==> config.mk <==
export PLATFORM = sky130hd
export DESIGN_NAME = led_blink_pattern_sequencer_top
export DESIGN_NICKNAME = d
export VERILOG_FILES = /design/src/hw/rtl/lbps_pkg.sv /design/src/hw/rtl/led_blink_pattern_sequencer_top.sv /design/src/hw/rtl/lbps_step.sv
export SDC_FILE = /design/constraint.sdc
export NUM_CORES = 1
export LEC_CHECK = 0
export CORE_UTILIZATION = 55
export CTS_CLUSTER_SIZE = 14
export DETAILED_ROUTE_END_ITERATION = 16
export DONT_BUFFER_PORTS = 1
export HOLD_SLACK_MARGIN = 0.05
export PLACE_DENSITY = 0.69
export SKIP_CTS_REPAIR_TIMING = 1
export SLEW_MARGIN = 15
export SYNTH_ARGS = -nofsm -noshare
export SYNTH_HDL_FRONTEND = slang
export SYNTH_SLANG_ARGS = --single-unit
==> constraint.sdc <==
create_clock -name clk -period 7 [get_ports clk]
set_input_delay 1.4 -clock clk [delete_from_list [all_inputs] [get_ports clk]]
set_output_delay 1.4 -clock clk [all_outputs]
set_load 0.02 [all_outputs]
==> src/hw/rtl/lbps_pkg.sv <==
// ----------------------------------------------------------------------------
// lbps_pkg: shared types and constants for the LED blink pattern sequencer
// Mode codes, config register indexes, reset values and state/result structs.
// ----------------------------------------------------------------------------
`default_nettype none

package lbps_pkg;

	localparam int LED_COUNT = 3;
	localparam int LED_W     = 3;
	localparam int MODE_W    = 3;
	localparam int STEP_W    = 2;
	localparam int MS_W      = 16;
	localparam int CFG_IDX_W = 3;

	localparam logic [LED_W-1:0] LED_MASK =
		(LED_COUNT >= LED_W) ? {LED_W{1'b1}} : LED_W'((1 << LED_COUNT) - 1);

	// mode codes
	localparam logic [MODE_W-1:0] MODE_OFF    = 3'd0;
	localparam logic [MODE_W-1:0] MODE_ON     = 3'd1;
	localparam logic [MODE_W-1:0] MODE_BLINK  = 3'd2;
	localparam logic [MODE_W-1:0] MODE_FAST   = 3'd3;
	localparam logic [MODE_W-1:0] MODE_SLOW   = 3'd4;
	localparam logic [MODE_W-1:0] MODE_BREATH = 3'd5;

	// word kinds on tuser
	localparam logic KIND_TICK = 1'b0;
	localparam logic KIND_CMD  = 1'b1;

	// config register indexes
	localparam logic [CFG_IDX_W-1:0] REG_BLINK_STEP = 3'd0;
	localparam logic [CFG_IDX_W-1:0] REG_FAST_ON    = 3'd1;
	localparam logic [CFG_IDX_W-1:0] REG_FAST_OFF   = 3'd2;
	localparam logic [CFG_IDX_W-1:0] REG_SLOW_ON    = 3'd3;
	localparam logic [CFG_IDX_W-1:0] REG_SLOW_OFF   = 3'd4;

	localparam logic [MS_W-1:0] RST_BLINK_STEP = 16'd300;
	localparam logic [MS_W-1:0] RST_FAST_ON    = 16'd100;
	localparam logic [MS_W-1:0] RST_FAST_OFF   = 16'd200;
	localparam logic [MS_W-1:0] RST_SLOW_ON    = 16'd600;
	localparam logic [MS_W-1:0] RST_SLOW_OFF   = 16'd800;

	typedef struct packed {
		logic [MS_W-1:0] blink_step_ms;
		logic [MS_W-1:0] fast_on_ms;
		logic [MS_W-1:0] fast_off_ms;
		logic [MS_W-1:0] slow_on_ms;
		logic [MS_W-1:0] slow_off_ms;
	} cfg_t;

	typedef struct packed {
		logic [MODE_W-1:0] mode;
		logic [LED_W-1:0]  sel;
		logic [STEP_W-1:0] step;
		logic [MS_W-1:0]   elapsed;
	} state_t;

	typedef struct packed {
		logic [STEP_W-1:0] pattern_step;
		logic [LED_W-1:0]  led_drive;
	} result_t;

	// Number of steps in the pattern of a mode/mask pair.
	function automatic logic [STEP_W-1:0] steps_in_pattern(
		input logic [MODE_W-1:0] mode,
		input logic [LED_W-1:0]  sel
	);
		logic [STEP_W-1:0] cnt;
		logic [STEP_W-1:0] n;
		cnt = '0;
		for (int i = 0; i < LED_W; i++) begin
			cnt = cnt + STEP_W'(sel[i]);
		end
		if (mode == MODE_BLINK) begin
			if (cnt == 2'd0) begin
				n = 2'd1;
			end else if (cnt == 2'd1) begin
				n = 2'd2;
			end else begin
				n = cnt;
			end
		end else if (mode == MODE_FAST || mode == MODE_SLOW) begin
			n = 2'd2;
		end else begin
			n = 2'd1;
		end
		return n;
	endfunction

endpackage

`default_nettype wire

==> src/hw/rtl/led_blink_pattern_sequencer_top.sv <==
// ----------------------------------------------------------------------------
// led_blink_pattern_sequencer_top: LED blink pattern sequencer
// Steps a small LED bank through off/on/blink/flash patterns on ms ticks.
// ----------------------------------------------------------------------------
//
//  channel   dir  handshake          payload
//  --------  ---  -----------------  ------------------------------------------
//  s_        in   s_tvalid/s_tready  tuser: kind; tdata: mode, led_select
//  m_        out  m_tvalid/m_tready  tdata: led_drive, pattern_step
//  cfg_      in   cfg_we             cfg_index, cfg_data (no read-back)
//
//  One word per cycle while s_tready is high. The pattern state updates in the
//  cycle a word is accepted; its result sits in the output register the next cycle.
//  s_tready is high whenever the output register is empty or being drained,
//  so a stall on m_tready stalls the input by exactly one register.
//  Reset (arst_n low) loads the default durations, mode "on" with all LEDs,
//  step 0 and a cleared timer; the output register comes up empty.
//
`default_nettype none

module led_blink_pattern_sequencer_top (
	input  wire logic                               clk,
	input  wire logic                               arst_n,
	// input stream
	input  wire logic                               s_tvalid,
	output logic                                    s_tready,
	input  wire logic [7:0]                         s_tdata,  // [2:0] mode, [5:3] led_select
	input  wire logic                               s_tuser,  // [0] kind: 0 tick, 1 command
	// result stream
	output logic                                    m_tvalid,
	input  wire logic                               m_tready,
	output logic [7:0]                              m_tdata,  // [2:0] led_drive, [4:3] pattern_step
	// config write port
	input  wire logic                               cfg_we,
	input  wire logic [lbps_pkg::CFG_IDX_W-1:0]     cfg_index,
	input  wire logic [lbps_pkg::MS_W-1:0]          cfg_data
);

	lbps_pkg::cfg_t    cfg_q;
	lbps_pkg::state_t  state_q;
	lbps_pkg::state_t  state_nxt;
	lbps_pkg::result_t res_nxt;
	lbps_pkg::result_t res_q;
	logic              m_valid_q;
	logic              s_acc;

	assign s_tready = !m_valid_q || m_tready;
	assign s_acc    = s_tvalid && s_tready;

	// duration registers
	always_ff @(posedge clk or negedge arst_n) begin
		if (!arst_n) begin
			cfg_q.blink_step_ms <= lbps_pkg::RST_BLINK_STEP;
			cfg_q.fast_on_ms    <= lbps_pkg::RST_FAST_ON;
			cfg_q.fast_off_ms   <= lbps_pkg::RST_FAST_OFF;
			cfg_q.slow_on_ms    <= lbps_pkg::RST_SLOW_ON;
			cfg_q.slow_off_ms   <= lbps_pkg::RST_SLOW_OFF;
		end else if (cfg_we) begin
			unique case (cfg_index)
				lbps_pkg::REG_BLINK_STEP: cfg_q.blink_step_ms <= cfg_data;
				lbps_pkg::REG_FAST_ON:    cfg_q.fast_on_ms    <= cfg_data;
				lbps_pkg::REG_FAST_OFF:   cfg_q.fast_off_ms   <= cfg_data;
				lbps_pkg::REG_SLOW_ON:    cfg_q.slow_on_ms    <= cfg_data;
				lbps_pkg::REG_SLOW_OFF:   cfg_q.slow_off_ms   <= cfg_data;
				default: ; // unmapped index, write dropped
			endcase
		end
	end

	lbps_step u_step (
		.cfg        (cfg_q),
		.cur        (state_q),
		.kind       (s_tuser),
		.mode       (s_tdata[2:0]),
		.led_select (s_tdata[5:3]),
		.nxt        (state_nxt),
		.res        (res_nxt)
	);

	// pattern state
	always_ff @(posedge clk or negedge arst_n) begin
		if (!arst_n) begin
			state_q.mode    <= lbps_pkg::MODE_ON;
			state_q.sel     <= lbps_pkg::LED_MASK;
			state_q.step    <= '0;
			state_q.elapsed <= '0;
		end else if (s_acc) begin
			state_q <= state_nxt;
		end
	end

	// output register
	always_ff @(posedge clk or negedge arst_n) begin
		if (!arst_n) begin
			m_valid_q <= 1'b0;
		end else if (s_tready) begin
			m_valid_q <= s_tvalid;
		end
	end

	always_ff @(posedge clk) begin
		if (s_acc) begin
			res_q <= res_nxt;
		end
	end

	assign m_tvalid = m_valid_q;
	assign m_tdata  = {3'b000, res_q.pattern_step, res_q.led_drive};

`ifndef ASSERT_OFF
	// every accepted word yields a result in the next cycle
	a_result_follows: assert property (@(posedge clk) disable iff (!arst_n)
		s_acc |=> m_tvalid)
		else $error("accepted word produced no result");

	// breath and undefined codes never reach the stored mode
	a_mode_legal: assert property (@(posedge clk) disable iff (!arst_n)
		state_q.mode <= lbps_pkg::MODE_SLOW)
		else $error("stored mode out of range");

	// held patterns always sit on step 0
	a_held_step0: assert property (@(posedge clk) disable iff (!arst_n)
		(state_q.mode == lbps_pkg::MODE_OFF || state_q.mode == lbps_pkg::MODE_ON)
		|-> state_q.step == '0)
		else $error("held pattern off step 0");

	// a command restarts the step timer
	a_cmd_restart: assert property (@(posedge clk) disable iff (!arst_n)
		(s_acc && s_tuser == lbps_pkg::KIND_CMD) |=> state_q.elapsed == '0)
		else $error("command did not clear elapsed time");
`endif

endmodule

`default_nettype wire

==> src/hw/rtl/lbps_step.sv <==
// ----------------------------------------------------------------------------
// lbps_step: next-state and LED level logic
// One tick or mode command against the current state; purely combinational.
// ----------------------------------------------------------------------------
`default_nettype none

module lbps_step (
	input  wire lbps_pkg::cfg_t                    cfg,
	input  wire lbps_pkg::state_t                  cur,
	input  wire logic                              kind,
	input  wire logic [lbps_pkg::MODE_W-1:0]       mode,
	input  wire logic [lbps_pkg::LED_W-1:0]        led_select,
	output lbps_pkg::state_t                       nxt,
	output lbps_pkg::result_t                      res
);

	always_comb begin
		logic [lbps_pkg::STEP_W-1:0] cnt;
		logic [lbps_pkg::STEP_W-1:0] idx;
		logic [lbps_pkg::STEP_W-1:0] adv;
		logic [lbps_pkg::MS_W-1:0]   dur;
		logic [lbps_pkg::MS_W-1:0]   inc;
		logic                        held;
		logic [lbps_pkg::STEP_W-1:0] k;
		logic [lbps_pkg::LED_W-1:0]  lvl;

		nxt  = cur;
		cnt  = '0;
		idx  = '0;
		adv  = '0;
		dur  = '0;
		held = 1'b1;
		inc  = cur.elapsed + 16'd1;

		if (kind == lbps_pkg::KIND_CMD) begin
			// undefined modes keep the pattern and only restart the timer
			if (mode <= lbps_pkg::MODE_BREATH) begin
				nxt.mode = (mode == lbps_pkg::MODE_BREATH) ? lbps_pkg::MODE_SLOW : mode;
				nxt.sel  = led_select & lbps_pkg::LED_MASK;
			end
			cnt = lbps_pkg::steps_in_pattern(nxt.mode, nxt.sel);
			if (cur.step >= cnt) begin
				nxt.step = '0;
			end
			nxt.elapsed = '0;
		end else begin
			cnt = lbps_pkg::steps_in_pattern(cur.mode, cur.sel);
			idx = (cur.step >= cnt) ? '0 : cur.step;
			unique case (cur.mode)
				lbps_pkg::MODE_BLINK: begin
					held = (cur.sel == '0);
					dur  = cfg.blink_step_ms;
				end
				lbps_pkg::MODE_FAST: begin
					held = 1'b0;
					dur  = (idx == '0) ? cfg.fast_on_ms : cfg.fast_off_ms;
				end
				lbps_pkg::MODE_SLOW: begin
					held = 1'b0;
					dur  = (idx == '0) ? cfg.slow_on_ms : cfg.slow_off_ms;
				end
				default: begin
					held = 1'b1;
				end
			endcase
			// a zero duration counts as one millisecond
			if (dur == '0) begin
				dur = 16'd1;
			end
			adv = idx + 2'd1;
			nxt.step = idx;
			if (!held) begin
				if (inc >= dur) begin
					nxt.elapsed = '0;
					nxt.step    = (adv >= cnt) ? '0 : adv;
				end else begin
					nxt.elapsed = inc;
				end
			end
		end

		// LED level of the step after this word
		lvl = '0;
		k   = '0;
		unique case (nxt.mode)
			lbps_pkg::MODE_ON: begin
				lvl = nxt.sel;
			end
			lbps_pkg::MODE_FAST, lbps_pkg::MODE_SLOW: begin
				lvl = (nxt.step == '0) ? nxt.sel : '0;
			end
			lbps_pkg::MODE_BLINK: begin
				// light the selected LED whose rank among set bits is the step
				for (int i = 0; i < lbps_pkg::LED_W; i++) begin
					if (nxt.sel[i]) begin
						if (k == nxt.step) begin
							lvl[i] = 1'b1;
						end
						k = k + 2'd1;
					end
				end
			end
			default: begin
				lvl = '0;
			end
		endcase

		res.led_drive    = lvl;
		res.pattern_step = nxt.step;
	end

endmodule

`default_nettype wire

==> metrics.csv, run 1 <==
stage;metric;value;unit
status;status;finished, final reports clean;
placed_design;dpl hpwl;8150;um
layout;proportion of layout cells with a drive suffix above 1;0.269;
clock_network;Num CTS Buffers;9;
critical_path;family with the most delay on the worst path;simple AND/OR/NAND/NOR gates;
grt;grt met2 use;0.391;
sta;RSZ-0062 raised after global routing;false;
critical_path;CP Capture Type;flip-flop;
critical_path;CP arrival;6.72;ns
critical_path;type of origin of the critical path;flip-flop;
critical_path;CP most frequent cell;ha_1;
worst_hold_path;hold path start;state_q[18]$_DFFE_PN1P_;
grt;gr ovfl total;0;
die;starting density of the core;0.574;
logic_synthesis;cell taking the most area after synthesis;dfrtp_1;
sta;clk_skew;0.0171;ns
clock_network;Longest Clk Path Bufs;2;
layout;Area Growth Syn to Fin;5.67;%
power;power per cell area;294;nW/um^2
drt;Initial DRC Count;185;
logic_synthesis;Synth Area in Compound Gates;0.108;
die;Die Footprint;11300;um^2
drt;post-route antenna net violation count;0;
grt;GR Layer Usage met3;0.0699;
logic_synthesis;Synth Flop Type;dfrtp_1;
power;PnR Total Power;0.00187;W
logic_synthesis;FFs w/ async S/R, synth;0.955;
sta;setup violators final;0;
sta;actual slew at the worst max-slew pin;1.09;ns
die;row count;37;
logic_synthesis;largest family of logic cells by synthesized area;multiplexers;
grt;routing usage on met1;0.303;
clock_network;H-tree Lvls;3;
drt;Via Count;3956;
die;Die Width;106;um
clock_network;Clock Sinks;110;
sta;Pins Over Slew Limit;0;
drt;WL/cell;18.0;um
logic_synthesis;Yosys warnings;0;
critical_path;reg2reg setup slack;0.43;ns
logic_synthesis;Netlist Area Pre-Place;6000;um^2
critical_path;FF-to-FF path depth;26;
logic_synthesis;mux contribution to synthesized area;0.210;
layout;final core occ;0.606;
clock_network;root buffer selected by CTS;clkbuf_8;
power;Max VDD drop;236;uV
logic_synthesis;Synth cell types;57;
logic_synthesis;Synth top cells by count;dfrtp_1 (84), mux2_2 (80), nand2_1 (36);
layout;fin nets;585;
grt;largest net degree at the start of global routing;106;
logic_synthesis;syn_area_per_cell;11.4;um^2
worst_hold_path;Hold Crit Depth;2;
power;LEAKAGE;2.89;nW
worst_hold_path;Worst Hold Class;flip-flop to flip-flop;
die;# IOs;43;
logic_synthesis;dominant cells by area after synthesis;dfrtp_1 (35%), mux2_2 (15%), dfstp_2 (9.2%);
grt;initial antenna violation count;0;
logic_synthesis;Synth Area in Adders;0.0629;
worst_hold_path;hold path endpoint;state_q[18]$_DFFE_PN1P_;
logic_synthesis;post-synthesis sequential area ratio;0.467;
drt;First-pass DRT Iterations;5;
critical_path;CP max-delay cell;or4b_4;
sta;slew margin rel.;0.267;
layout;Finished Layout Cells;664;
grt;Total GRT Usage;0.235;
placed_design;IO buf count;0;
critical_path;CP max stage delay;0.61;ns
sta;Final min period;6.57;ns
critical_path;Worst R2R Start;state_q[20]$_DFFE_PN1P_;
drt;DRC viols;0;
placed_design;Placed Instances;648;
flow_run;number of max-cap violations;0;
sta;setup TNS;0;ns
sta;fmax;152;MHz
sta;final count of hold timing violations;0;
drt;Vias/cell;5.96;
logic_synthesis;most common cell in the netlist;dfrtp_1;
clock_network;clock latency on the worst-skew pair;0.40;ns
logic_synthesis;Post-synth EDFFs;5;
grt;number of global-route vias before repair;4109;
logic_synthesis;Post-Synthesis Cells;528;
sta;Final Cycle Share;0.939;
critical_path;Critical Path RT;7.15;ns
logic_synthesis;Synth Area in XOR/XNOR;0.0233;
critical_path;worst reg2reg endpoint;m_tdata[2]$_DFFE_PP_;
layout;antenna diode instance count;0;
logic_synthesis;Synth Area in Simple Gates;0.0992;
die;Core Box Area;10500;um^2
logic_synthesis;#FFs+latches synth;110;
placed_design;routability cong.;0.831;
grt;gr busiest metal;met2;
grt;first-pass GRT wire length;20400;um
critical_path;Crit Path Class;flip-flop to flip-flop;
sta;hold_ws;0.508;ns
critical_path;CP Max Fanout;18;
logic_synthesis;top cell type's share of synthesized area;0.350;
critical_path;Critical path origin;state_q[20]$_DFFE_PN1P_;
critical_path;Crit path buffers/inverters;2;
die;die height;106;um
clock_network;clock slew at reported path FFs;0.10;ns
clock_network;CTS tree;built;
drt;drt total wl;12000;um
-- metrics by stage --
stage | cell area, um^2 | worst slack (ns)
final | 6340 | 0.428
after global routing | 6340 | 0.0689
after CTS | 6330 | 0.235
after detailed placement | 6150 | 0.297
after global placement | 6150 | 0.365
after floorplan | 6010 | 0.871
-- placed cells by master, fill, tap and decap left out, types with 3 or more instances in the layout --
cell       n
dfrtp_1   84
mux2_2    80
nand2_1   36
mux2i_1   35
a21oi_1   27
nor2_1    26
o21ai_0   26
ha_1      26
dfstp_2   21
o22ai_1   16
nand3_1   13
inv_1     12
clkbuf_8  10
xor2_1     9
nand2b_1   8
xnor2_1    7
a22o_1     7
buf_4      7
and3_1     6
nand4_1    6
nor2b_1    5
edfxtp_1   5
a31oi_1    4
o31ai_1    3
conb_1     3
-- worst min-delay path, stage by stage, from the launching register on --
cell     delay (ns)
dfstp_2        0.41
nand2_1        0.06
nand2_1        0.05
-- cells by family after synthesis --
group	count (synthesis)
buf+inv	39
xor+xnor	16
flops	110
mux	116
fa+ha+maj	29
compound gates	100
other cells	1
simple gates	117
-- state kept, by name (all words and copies together), names as in the netlist --
signal and cells:
m_tvalid 1, state_q 24, cfg_q 80, m_tdata 5
-- layer usage --
| metal | wire length (um) | vias up |
|---|---|---|
| li1 | - | 1889 |
| met5 | 0 | - |
| met2 | 5840 | 70 |
| met1 | 5450 | 1985 |
| met4 | 153 | 0 |
| met3 | 541 | 12 |
-- power breakdown --
part / switching (W) / internal, W / leakage [nW]
logic: 0.000324 / 0.000323 / 1.49
registers: 0.0000763 / 0.000780 / 1.31
clock network: 0.000222 / 0.000143 / 0.0960
total: 0.000622 / 0.00125 / 2.89
-- final cells by class --
cell class	instances	area, um^2
Timing Repair Buffer	8	72.6
Fill cell	889	4120
Clock buffer	11	141
Clock inverter	5	38.8
Multi-Input combinational cell	381	3070
Sequential cell	110	2800
Inverter	13	48.8
Tap cell	136	170
-- how the worst max path moves through the flow --
stage	endpoint	slack (ns)	cells after the start
final	m_tdata[2]$_DFFE_PP_	0.43	26
after global routing	m_tdata[1]$_DFFE_PP_	0.07	26
after CTS	m_tdata[2]$_DFFE_PP_	0.24	26
after detailed placement	m_tdata[2]$_DFFE_PP_	0.30	26
after global placement	m_tdata[2]$_DFFE_PP_	0.36	26
after floorplan	m_tdata[1]$_DFFE_PP_	0.87	28
(Power assumes the default switching activity.)
==> run 2: changes to the inputs <==
CORE_MARGIN = 3   (was unset)
PLACE_DENSITY = 0.72   (was 0.69)
clock period = 5.5 ns   (was 7 ns; I/O delays follow)
==> metrics.csv, run 2 (synthesis results as in run 1) <==
stage;metric;value;unit;change
status;status;finished with violations;;was finished, final reports clean
status;failing checks;negative setup slack;;
critical_path;CP Capture Type;flip-flop;;unchanged
critical_path;type of origin of the critical path;flip-flop;;unchanged
power;power per cell area;395;nW/um^2;was 294 nW/um^2
placed_design;dpl hpwl;8620;um;was 8150 um
grt;first-pass GRT wire length;21300;um;was 20400 um
clock_network;CTS tree;built;;unchanged
sta;Pins Over Slew Limit;0;;unchanged
layout;antenna diode instance count;0;;unchanged
critical_path;Critical path origin;state_q[20]$_DFFE_PN1P_;;unchanged
clock_network;Num CTS Buffers;9;;unchanged
grt;gr ovfl total;0;;unchanged
critical_path;Crit Path Class;flip-flop to flip-flop;;unchanged
clock_network;root buffer selected by CTS;clkbuf_8;;unchanged
layout;most common cell after layout, fill and taps aside;dfrtp_1;;unchanged
worst_hold_path;Worst Hold Class;primary input to async pin;;was flip-flop to flip-flop
drt;post-route antenna net violation count;0;;unchanged
clock_network;clock slew at reported path FFs;0.12;ns;was 0.10 ns
die;die height;110;um;was 106 um
sta;Final min period;6.16;ns;was 6.57 ns
layout;Area Growth Syn to Fin;14.9;%;was 5.67%
layout;most frequent cells in the layout;dfrtp_1 (84), mux2_2 (80), buf_4 (46);;was dfrtp_1 (84), mux2_2 (80), nand2_1 (36)
placed_design;Placed Instances;682;;was 648
die;Die Width;110;um;was 106 um
critical_path;Critical Path RT;5.63;ns;was 7.15 ns
layout;fin nets;630;;was 585
sta;final count of hold timing violations;0;;unchanged
placed_design;IO buf count;0;;unchanged
die;starting density of the core;0.574;;unchanged
grt;Total GRT Usage;0.213;;was 0.235
power;LEAKAGE;3.14;nW;was 2.89 nW
layout;proportion of layout cells with a drive suffix above 1;0.372;;was 0.269
critical_path;CP most frequent cell;ha_1;;unchanged
sta;RSZ-0062 raised after global routing;true;;was false
grt;grt met2 use;0.358;;was 0.391
sta;slew margin rel.;0.219;;was 0.267
sta;actual slew at the worst max-slew pin;1.16;ns;was 1.09 ns
flow_run;number of max-cap violations;0;;unchanged
drt;DRC viols;0;;unchanged
placed_design;placed cell area;6440;um^2;was 6150 um^2
layout;Finished Layout Cells;709;;was 664
clock_network;Longest Clk Path Bufs;2;;unchanged
die;Core Box Area;10500;um^2;unchanged
clock_network;Clock Sinks;110;;unchanged
die;Die Footprint;12200;um^2;was 11300 um^2
sta;clk_skew;0.0169;ns;was 0.0171 ns
grt;largest net degree at the start of global routing;106;;unchanged
drt;WL/cell;18.0;um;about the same
clock_network;H-tree Lvls;3;;unchanged
sta;fmax;162;MHz;was 152 MHz
drt;First-pass DRT Iterations;4;;was 5
layout;final instance area;6900;um^2;was 6340 um^2
layout;Largest Register;cfg_q;;unchanged
sta;worst setup margin;-0.662;ns;was 0.428 ns
placed_design;routability cong.;0.850;;was 0.831
drt;Vias/cell;5.83;;was 5.96
critical_path;CP max stage delay;0.59;ns;was 0.61 ns
drt;Initial DRC Count;194;;was 185
sta;Final Cycle Share;1.12;;was 0.939
grt;GR Layer Usage met3;0.0526;;was 0.0699
grt;number of global-route vias before repair;4276;;was 4109
layout;filler instances;811;;was 889
power;PnR Total Power;0.00272;W;was 0.00187 W
placed_design;DP Worst Slack;-0.872;ns;was 0.297 ns
grt;initial antenna violation count;0;;unchanged
sta;setup violators final;23;;was 0
die;# IOs;43;;unchanged
grt;routing usage on met1;0.276;;was 0.303
critical_path;CP arrival;6.30;ns;was 6.72 ns
critical_path;CP Max Fanout;15;;was 18
critical_path;Worst R2R Start;state_q[20]$_DFFE_PN1P_;;unchanged
critical_path;CP max-delay cell;or4b_4;;unchanged
clock_network;clock latency on the worst-skew pair;0.39;ns;was 0.40 ns
drt;drt total wl;12700;um;was 12000 um
grt;gr busiest metal;met2;;unchanged
power;Max VDD drop;318;uV;was 236 uV
layout;max reg flops;80;;unchanged
die;row count;37;;unchanged
drt;Via Count;4135;;was 3956
[run 2: cell count changes in the layout (fill, tap and decap cells not counted), moves of 4 or more]
cell,before,now
nor2_2,0,4
a21oi_1,27,16
nor2_1,26,22
a21oi_2,1,11
o21ai_1,2,14
buf_4,7,46
o21ai_0,26,13
buf_6,0,5
[run 2: final timing paths]
check                                         end  slack [ns]  depth (start not counted)
min in group clk             cfg_q[7]$_DFFE_PN0P_        0.51                          1
max                          m_tdata[2]$_DFFE_PP_       -0.66                         27
max in group asynchronous   cfg_q[54]$_DFFE_PN1P_        4.85                          0
min                        state_q[2]$_DFFE_PN0P_        0.40                          0
min reg2reg                  cfg_q[7]$_DFFE_PN0P_        0.51                          1
max reg2reg                  m_tdata[2]$_DFFE_PP_       -0.66                         27
[run 2: routing by layer]
metal / share of wire / up-vias
met1: 0.45 / 2046
met2: 0.49 / 91
met4: 0.014 / 0
met3: 0.044 / 15
met5: 0 / -
li1: - / 1983
[run 2: worst max-delay path: cells and delay by family, from the launching register on]
kind | cells | cell delay, ns
AND/OR/NAND/NOR | 9 | 1.75
AO/OA/AOI/OAI | 8 | 1.66
adder cells (fa/ha/maj) | 5 | 1.31
flip-flops | 1 | 0.56
buffers and inverters | 3 | 0.40
multiplexers | 1 | 0.16
XOR/XNOR | 1 | 0.07
[run 2: stage by stage]
| step | setup TNS (ns) | util | hold slack [ns] |
|---|---|---|---|
| 2_1_floorplan | -0.501 | - | 0.468 |
| 3_3_place_gp | -12.20 | 0.616 | 0.486 |
| 3_5_place_dp | -16.28 | 0.616 | 0.494 |
| 4_1_cts | -18.23 | 0.638 | 0.384 |
| 5_1_grt | -18.43 | 0.659 | 0.379 |
| 6_report | -11.13 | 0.659 | 0.399 |
[run 2: area by class of cell]
cell class              count  area [um^2]  share of cell area
inverters                  13         48.8             0.00707
clock buffers              10          128              0.0185
flip-flops and latches    110         2800               0.406
repair buffers             53          437              0.0633
clock inverters             6          104              0.0151
multi-input cells         381         3210               0.465
well taps                 136          170              0.0247
[run 2: report_power, final]
| group | switching (W) | internal [W] | total, W |
|---|---|---|---|
| Clock | 0.000290 | 0.000265 | 0.000555 |
| Combinational | 0.000495 | 0.000582 | 0.00108 |
| Sequential | 0.0000990 | 0.000992 | 0.00109 |
==> run 3: changes to the inputs <==
CORE_UTILIZATION = 45   (was 55)
PLACE_DENSITY = 0.61   (was 0.72)
==> metrics.csv, run 3 (synthesis results as in run 1) <==
stage;metric;value;unit;change
die;# IOs;43;;unchanged
clock_network;clock latency on the worst-skew pair;0.35;ns;was 0.39 ns
grt;first-pass GRT wire length;21400;um;was 21300 um
critical_path;CP Capture Type;flip-flop;;unchanged
grt;Total GRT Usage;0.186;;was 0.213
layout;final instance area;7250;um^2;was 6900 um^2
die;Core Box Area;12800;um^2;was 10500 um^2
layout;Largest Register;cfg_q;;unchanged
sta;Pins Over Slew Limit;0;;unchanged
drt;Initial DRC Count;167;;was 194
drt;drt total wl;13500;um;was 12700 um
placed_design;IO buf count;0;;unchanged
placed_design;DP Worst Slack;-0.744;ns;was -0.872 ns
sta;Final min period;6.07;ns;was 6.16 ns
layout;antenna diode instance count;0;;unchanged
layout;most common cell after layout, fill and taps aside;dfrtp_1;;unchanged
grt;gr ovfl total;0;;unchanged
grt;initial antenna violation count;0;;unchanged
critical_path;Critical Path RT;5.61;ns;was 5.63 ns
layout;max reg flops;80;;unchanged
drt;DRC viols;0;;unchanged
status;status;finished with violations;;unchanged
sta;worst setup margin;-0.572;ns;was -0.662 ns
worst_hold_path;Worst Hold Class;primary input to async pin;;unchanged
critical_path;type of origin of the critical path;flip-flop;;unchanged
sta;Final Cycle Share;1.10;;was 1.12
drt;First-pass DRT Iterations;4;;unchanged
drt;Via Count;4194;;was 4135
clock_network;Longest Clk Path Bufs;2;;unchanged
layout;Area Growth Syn to Fin;20.8;%;was 14.9%
die;Die Width;122;um;was 110 um
critical_path;CP most frequent cell;ha_4;;was ha_1
sta;clk_skew;0.00604;ns;was 0.0169 ns
power;PnR Total Power;0.00294;W;was 0.00272 W
critical_path;CP arrival;6.19;ns;was 6.30 ns
critical_path;Crit Path Class;flip-flop to flip-flop;;unchanged
clock_network;Clock Sinks;110;;unchanged
die;Die Footprint;14800;um^2;was 12200 um^2
sta;fmax;165;MHz;was 162 MHz
flow_run;number of max-cap violations;0;;unchanged
clock_network;clock slew at reported path FFs;0.07;ns;was 0.12 ns
power;LEAKAGE;3.25;nW;was 3.14 nW
power;Max VDD drop;279;uV;was 318 uV
grt;largest net degree at the start of global routing;106;;unchanged
placed_design;routability cong.;0.809;;was 0.850
sta;RSZ-0062 raised after global routing;true;;unchanged
critical_path;CP max-delay cell;dfstp_2;;was or4b_4
critical_path;FF-to-FF path depth;28;;was 27
placed_design;dpl hpwl;8910;um;was 8620 um
layout;fin nets;638;;was 630
sta;setup violators final;23;;unchanged
layout;proportion of layout cells with a drive suffix above 1;0.410;;was 0.372
clock_network;CTS tree;built;;unchanged
clock_network;root buffer selected by CTS;clkbuf_16;;was clkbuf_8
die;starting density of the core;0.468;;was 0.574
placed_design;placed cell area;6550;um^2;was 6440 um^2
grt;number of global-route vias before repair;4118;;was 4276
drt;post-route antenna net violation count;0;;unchanged
critical_path;CP max stage delay;0.55;ns;was 0.59 ns
sta;slew margin rel.;0.336;;was 0.219
die;row count;41;;was 37
sta;hold_ws;0.436;ns;was 0.399 ns
clock_network;H-tree Lvls;3;;unchanged
clock_network;Num CTS Buffers;9;;unchanged
power;power per cell area;405;nW/um^2;was 395 nW/um^2
critical_path;CP Max Fanout;8;;was 15
layout;most frequent cells in the layout;dfrtp_1 (84), mux2_2 (80), buf_4 (51);;was dfrtp_1 (84), mux2_2 (80), buf_4 (46)
drt;Vias/cell;5.57;;was 5.83
sta;final count of hold timing violations;0;;unchanged
die;die height;122;um;was 110 um
sta;actual slew at the worst max-slew pin;0.993;ns;was 1.16 ns
drt;WL/cell;17.9;um;was 18.0 um
status;failing checks;negative setup slack;;unchanged
==> run 3: layout make-up <==
class / instances / area (um^2)
fillers: 1077 / 5570
multi-input cells: 381 / 3330
flip-flops and latches: 110 / 2800
well taps: 172 / 215
clock buffers: 10 / 229
repair buffers: 61 / 544
inverters: 13 / 48.8
clock inverters: 6 / 80.1
==> run 3: worst paths after layout <==
check / startpoint / to / slack [ns]
setup / recovery: state_q[20]$_DFFE_PN1P_ / m_tdata[2]$_DFFE_PP_ / -0.57
setup reg to reg: state_q[20]$_DFFE_PN1P_ / m_tdata[2]$_DFFE_PP_ / -0.57
min in group clk: cfg_q[17]$_DFFE_PN0P_ / cfg_q[17]$_DFFE_PN0P_ / 0.51
hold reg to reg: cfg_q[17]$_DFFE_PN0P_ / cfg_q[17]$_DFFE_PN0P_ / 0.51
max in group asynchronous: arst_n / cfg_q[67]$_DFFE_PN1P_ / 4.75
hold / removal: arst_n / state_q[23]$_DFFE_PN0P_ / 0.44
==> run 3: where the power goes <==
group	internal (W)	switching (W)
combinational	0.000651	0.000518
sequential	0.000993	0.000100
clock	0.000362	0.000313
total	0.00201	0.000932
==> run 3: layer usage <==
metal  share of wire  global-route usage  wire length [um]  up-vias
met1            0.46               0.244              6220     2137
met5               0                   0                 0        -
met4          0.0087              0.0378               117        0
met2            0.50               0.310              6710       40
met3           0.030              0.0517               403       10
li1                -                   -                 -     2007
==> run 3: critical path, delay by kind of cell (launching register included) <==
family	cells	cell delay [ns]
simple gates	9	1.76
fa+ha+maj	5	1.24
buf+inv	4	0.55
xor+xnor	1	0.13
mux	1	0.17
flops	1	0.55
compound gates	8	1.41
==> run 3: metrics by stage <==
| stage | util | setup TNS (ns) | cells |
|---|---|---|---|
| floorplan | - | -0.501 | 530 |
| global placement | 0.511 | -10.88 | 723 |
| detailed placement | 0.511 | -12.48 | 723 |
| finish | 0.566 | -9.38 | 753 |
| CTS | 0.535 | -13.52 | 739 |
| global route | 0.566 | -15.27 | 753 |
